## config.mk

```make
export PLATFORM = sky130hd
export DESIGN_NAME = its_ctrl
export DESIGN_NICKNAME = d
export VERILOG_FILES = /design/src/hw/rtl/imu_tilt_smoothing_yaw_integrator_core_assert.svh /design/src/hw/rtl/its_pkg.sv /design/src/hw/rtl/its_ctrl.sv
export SDC_FILE = /design/constraint.sdc
export NUM_CORES = 1
export LEC_CHECK = 0
export ABC_AREA = 1
export BUFFER_PORTS_ARGS = -buffer_cell sky130_fd_sc_hd__buf_2
export CAP_MARGIN = 20
export CORE_MARGIN = 8
export CORE_UTILIZATION = 38
export DETAILED_ROUTE_END_ITERATION = 10
export PLACE_DENSITY = 0.65
export SYNTH_ARGS = -nofsm -noshare
export SYNTH_HDL_FRONTEND = slang
export SYNTH_SLANG_ARGS = --single-unit
```

## constraint.sdc

```tcl
create_clock -name clk -period 1.4 [get_ports clk]
set_clock_uncertainty 0.15 [all_clocks]
set_input_delay 0 -clock clk [delete_from_list [all_inputs] [get_ports clk]]
set_output_delay 0 -clock clk [all_outputs]
set_load 0.02 [all_outputs]
```

## src/hw/rtl/imu_tilt_smoothing_yaw_integrator_core_assert.svh

```systemverilog
// Assertion macros for the IMU tilt / yaw core.
// Included by the top level; needs clk and rst_n in scope.
`ifndef IMU_TILT_SMOOTHING_YAW_INTEGRATOR_CORE_ASSERT_SVH
`define IMU_TILT_SMOOTHING_YAW_INTEGRATOR_CORE_ASSERT_SVH

// Implication checked every clock edge outside reset.
`define ITS_ASSERT_IMP(lbl, pre, post) \
  lbl: assert property (@(posedge clk) disable iff (!rst_n) (pre) |-> (post)) \
    else $error("assertion failed");

// Next-cycle implication checked outside reset.
`define ITS_ASSERT_NXT(lbl, pre, post) \
  lbl: assert property (@(posedge clk) disable iff (!rst_n) (pre) |=> (post)) \
    else $error("assertion failed");

`endif

```

## src/hw/rtl/its_pkg.sv

```systemverilog
// Package for the IMU tilt / yaw core: widths, codes, types, tables.
// No dependencies.
package its_pkg;
  localparam int unsigned CordicSteps = 16;
  localparam int unsigned StepW = 4;
  localparam int signed AngLimit = 46080;
  localparam int signed RightAngle = 23040;

  typedef enum logic [1:0] {
    REG_ROLL_OFS  = 2'd0,
    REG_PITCH_OFS = 2'd1,
    REG_RATE_OFS  = 2'd2,
    REG_WEIGHT    = 2'd3
  } reg_idx_t;

  typedef enum logic [3:0] {
    ST_IDLE, ST_SQRT, ST_ROLL_INIT, ST_ROLL_ITER, ST_ROLL_DONE,
    ST_PITCH_INIT, ST_PITCH_ITER, ST_PITCH_DONE,
    ST_SMOOTH_A, ST_SMOOTH_B, ST_YAW_A, ST_YAW_B, ST_YAW_C, ST_YAW_D, ST_OUT
  } state_t;

  // Command from controller to datapath.
  typedef struct packed {
    logic load;
    logic sqrt_init;
    logic sqrt_step;
    logic cordic_init;
    logic cordic_sel;   // 0 roll, 1 pitch
    logic cordic_step;
    logic angle_roll;
    logic angle_pitch;
    logic smooth_a;
    logic smooth_b;
    logic yaw_a;
    logic yaw_b;
    logic yaw_c;
    logic yaw_d;
    logic [StepW-1:0] step;
  } cmd_t;

  typedef struct packed {
    logic sqrt_done;
  } stat_t;

  function automatic logic signed [23:0] atan_q16(input logic [StepW-1:0] i);
    logic signed [23:0] v;
    case (i)
      4'd0: v = 24'sd2949120;  4'd1: v = 24'sd1740967;
      4'd2: v = 24'sd919879;   4'd3: v = 24'sd466945;
      4'd4: v = 24'sd234379;   4'd5: v = 24'sd117304;
      4'd6: v = 24'sd58666;    4'd7: v = 24'sd29335;
      4'd8: v = 24'sd14668;    4'd9: v = 24'sd7334;
      4'd10: v = 24'sd3667;    4'd11: v = 24'sd1833;
      4'd12: v = 24'sd917;     4'd13: v = 24'sd458;
      4'd14: v = 24'sd229;     4'd15: v = 24'sd115;
      default: v = '0;
    endcase
    return v;
  endfunction
endpackage

```

## src/hw/rtl/its_ctrl.sv

```systemverilog
// Sequencer for the core: steps sqrt, CORDIC, smoothing and yaw phases.
// Depends on its_pkg.
module its_ctrl
  import its_pkg::*;
(
  input  logic  clk,
  input  logic  rst_n,
  input  logic  in_valid,
  output logic  in_ready,
  output logic  out_valid,
  input  logic  out_ready,
  input  stat_t stat,
  output cmd_t  cmd
);
  state_t state_r, state_nxt;
  logic [StepW-1:0] step_r, step_nxt;

  // Next state
  always_comb begin
    state_nxt = state_r;
    step_nxt = step_r;
    case (state_r)
      ST_IDLE: if (in_valid) state_nxt = ST_SQRT;
      ST_SQRT: if (stat.sqrt_done) state_nxt = ST_ROLL_INIT;
      ST_ROLL_INIT: begin
        state_nxt = ST_ROLL_ITER;
        step_nxt = '0;
      end
      ST_ROLL_ITER: begin
        step_nxt = step_r + 1'b1;
        if (step_r == StepW'(CordicSteps - 1)) state_nxt = ST_ROLL_DONE;
      end
      ST_ROLL_DONE: state_nxt = ST_PITCH_INIT;
      ST_PITCH_INIT: begin
        state_nxt = ST_PITCH_ITER;
        step_nxt = '0;
      end
      ST_PITCH_ITER: begin
        step_nxt = step_r + 1'b1;
        if (step_r == StepW'(CordicSteps - 1)) state_nxt = ST_PITCH_DONE;
      end
      ST_PITCH_DONE: state_nxt = ST_SMOOTH_A;
      ST_SMOOTH_A: state_nxt = ST_SMOOTH_B;
      ST_SMOOTH_B: state_nxt = ST_YAW_A;
      ST_YAW_A: state_nxt = ST_YAW_B;
      ST_YAW_B: state_nxt = ST_YAW_C;
      ST_YAW_C: state_nxt = ST_YAW_D;
      ST_YAW_D: state_nxt = ST_OUT;
      ST_OUT: if (out_ready) state_nxt = ST_IDLE;
      default: state_nxt = ST_IDLE;
    endcase
  end

  // Outputs
  always_comb begin
    cmd = '0;
    cmd.step = step_r;
    in_ready = 1'b0;
    out_valid = 1'b0;
    case (state_r)
      ST_IDLE: begin
        in_ready = 1'b1;
        cmd.load = in_valid;
        cmd.sqrt_init = in_valid;
      end
      ST_SQRT: cmd.sqrt_step = 1'b1;
      ST_ROLL_INIT: cmd.cordic_init = 1'b1;
      ST_ROLL_ITER: cmd.cordic_step = 1'b1;
      ST_ROLL_DONE: cmd.angle_roll = 1'b1;
      ST_PITCH_INIT: begin
        cmd.cordic_init = 1'b1;
        cmd.cordic_sel = 1'b1;
      end
      ST_PITCH_ITER: begin
        cmd.cordic_step = 1'b1;
        cmd.cordic_sel = 1'b1;
      end
      ST_PITCH_DONE: cmd.angle_pitch = 1'b1;
      ST_SMOOTH_A: cmd.smooth_a = 1'b1;
      ST_SMOOTH_B: cmd.smooth_b = 1'b1;
      ST_YAW_A: cmd.yaw_a = 1'b1;
      ST_YAW_B: cmd.yaw_b = 1'b1;
      ST_YAW_C: cmd.yaw_c = 1'b1;
      ST_YAW_D: cmd.yaw_d = 1'b1;
      ST_OUT: out_valid = 1'b1;
      default: ;
    endcase
  end

  always_ff @(posedge clk) begin
    if (!rst_n) begin
      state_r <= ST_IDLE;
      step_r <= '0;
    end else begin
      state_r <= state_nxt;
      step_r <= step_nxt;
    end
  end
endmodule

```

==> results.md <==
* Status: finished, violations left
* Failing checks: setup timing
* Synthesis Warnings at 0
* Min-delay src: stat
* Clk pin slew, worst setup/hold paths at 0.05 ns
* Residual DRC count at 0
* Post-synthesis sequential area ratio at 0.275
* Fin util at 0.685
* Cell variety after synth at 22
* CP Capture Type: flip-flop
* Worst hold path class: primary input to flip-flop
* Die area at 0.00304 mm2
* H-tree Lvls at 1
* Worst-skew pair later-pin latency at 0.26 ns
* Die Span X at 55.2 um
* Num CTS Buffers at 3
* Antenna diodes at 0
* Worst r2r path cells at 7
* Max-Cap Viols at 0
* Final ANT Viol Nets at 0
* Worst reg2reg path endpoint: state_r[0]$_SDFFE_PN0P_
* PortBufs at 24
* Hold worst-path end: state_r[1]$_SDFFE_PN0P_
* # rows at 14
* Hold Vio Cnt, Final at 0
* Worst-Margin Slew at 0.374 ns
* RD Place Congestion at 0.867
* Syn Nets at 99
* Max Clock Freq at 698 MHz
* Vias at 771
* Initial Utilization at 0.396
* Ratio of cells with drive above 1 in the final layout at 0.582
* LEAKAGE at 0.501 nW
* CP startpoint kind: flip-flop
* Maximum VDD drop at 1100 uV
* CTS root buffer: clkbuf_4
* Clock Sink Count at 8
* Pwr Density at 2210 mW/mm2
* Tot GR Track Use at 0.138
* Final WL at 2050 um
* Min Tclk post-route at 1.43 ns
* Final worst setup slack at -0.0324 ns
* I/O pin count at 25
* CTS tree: done
* Initial antenna violation count at 0
* FF-to-FF Start: state_r[0]$_SDFFE_PN0P_
* Register bit total from synthesis at 8
* Synth Cell Area at 583 um2
* Vias in the first global route at 678
* Total power at 2.23 mW
* Average size of a mapped cell at 6.27 um2
* Cell count of the worst hold path at 7
* Post-route setup TNS at -0.0784 ns
* WP data required at 1.44 ns
* CTS Buffer Depth at 2
* Global-route wire length before repair at 3040 um
* Core area at 0.00147 mm2
* Worst reg2reg setup slack at -0.03 ns
* Max FO, Critical Path at 5
* Pin count of the biggest net entering global routing at 8
* Crit path DAT at 1.47 ns
* Layout area overhead at 73.0%
* Max-slew violation count at 0
* GRT overflow at 0
* WS Path Type: flip-flop to flip-flop
* Final period utilization at 1.02
* Routed length per placed instance at 13.6 um
* First-pass DRT Iterations at 4
* Worst rel slew slack at 0.749
* Cells after Synth at 93
* Finish-stage setup viols at 3
* Drt initial violations at 39
* Via density at 5.14
* DP HPWL at 1350 um
* Layout net count at 142
* Die Ht at 55.2 um
* Unrepaired setup endpoints after global routing: yes
## metrics by stage
stage	hold slack [ns]	instance area [um2]	instances	worst slack, ns
global route	0.118	1010	150	-0.0805
detailed placement	0.115	783	139	-0.0906
global placement	0.115	783	139	-0.0543
CTS	0.0851	866	146	0.00490
finish	0.0819	1010	150	-0.0324
floorplan	-0.0293	602	93	0.00654
## worst max-delay path, stage by stage (launching register included)
cell and delay (ns):
dfxtp_4 0.37, inv_1 0.10, nand2_2 0.09, nor3_1 0.31
nor2_4 0.09, nand2_4 0.08, nand2_2 0.05, a21oi_2 0.12
## synthesized netlist by cell type (all sizes together)
library cell | n | share of area
dfxtp | 8 | 0.27
buf | 2 | 0.032
a21oi | 5 | 0.049
nor3 | 2 | 0.017
ha | 1 | 0.021
o21ai | 5 | 0.069
inv | 10 | 0.064
nand3 | 8 | 0.069
nor2 | 23 | 0.16
mux2i | 1 | 0.017
xnor2 | 1 | 0.015
o31ai | 1 | 0.013
a31oi | 1 | 0.011
nand2 | 25 | 0.19
## registers in the layout, indices dropped and copies added (netlist names)
| name | count |
|---|---|
| step_r | 4 |
| state_r | 4 |
## repair_timing
action | 4_1_cts | 5_1_grt
setup buffers | 3 | 4
hold endpoints to repair | 7 | 0
endpoints found under the setup margin | 16 | 18
cloned | 0 | 0
pin swaps | 1 | 11
resized for setup | 11 | 38
hold buffers | 1 | 0
## power breakdown
group	switching [mW]	internal (mW)	leakage (nW)
combinational	0.937	0.683	0.418
clock	0.0794	0.0981	0.0138
sequential	0.122	0.314	0.0689
total	1.14	1.10	0.501
## layout by cell type, fill, tap and decap left out, types with 3 or more instances in the layout
cell type	synthesis	final
buf_6	1	7
nand2_4	2	4
a21oi_2	1	3
dfxtp_4	0	4
nand2_1	22	12
nor2_2	2	3
nand3_1	8	8
nor2_4	0	4
inv_1	8	6
nor2_1	21	16
buf_2	0	17
nand2_2	1	9
clkbuf_4	0	3
buf_4	1	15
## worst max-delay path by stage
stage / start / endpoint / slack [ns]
after floorplan: state_r[2]$_SDFFE_PN0P_ / step_r[0]$_SDFFE_PN0P_ / 0.007
after global placement: state_r[3]$_SDFFE_PN0P_ / state_r[1]$_SDFFE_PN0P_ / -0.05
after detailed placement: state_r[3]$_SDFFE_PN0P_ / state_r[1]$_SDFFE_PN0P_ / -0.09
after CTS: state_r[3]$_SDFFE_PN0P_ / cmd[12] / 0.005
after global routing: state_r[0]$_SDFFE_PN0P_ / state_r[0]$_SDFFE_PN0P_ / -0.08
final: state_r[0]$_SDFFE_PN0P_ / state_r[0]$_SDFFE_PN0P_ / -0.03
## per-layer routing
metal,wire length (um),part of all wire,global-route usage
met5,0,0,0
met4,10,0.0049,0.0480
met3,141,0.069,0.0615
met2,1130,0.55,0.246
met1,765,0.37,0.137
## logic make-up after synthesis
kind of cell	after synthesis	synth area share
flops	8	0.275
simple gates	58	0.433
mux	1	0.0172
xor+xnor	1	0.0150
compound gates	12	0.142
buf+inv	12	0.0966
fa+ha+maj	1	0.0215
## final cells by class
| class | instances | area (um2) |
|---|---|---|
| tap | 16 | 20.0 |
| clock buffer | 3 | 22.5 |
| timing repair buffer | 40 | 287 |
| sequential | 8 | 178 |
| inverter | 10 | 47.5 |
| fill | 121 | 463 |
| multi-input combinational | 73 | 454 |
Power figures use the tool's default switching activity.
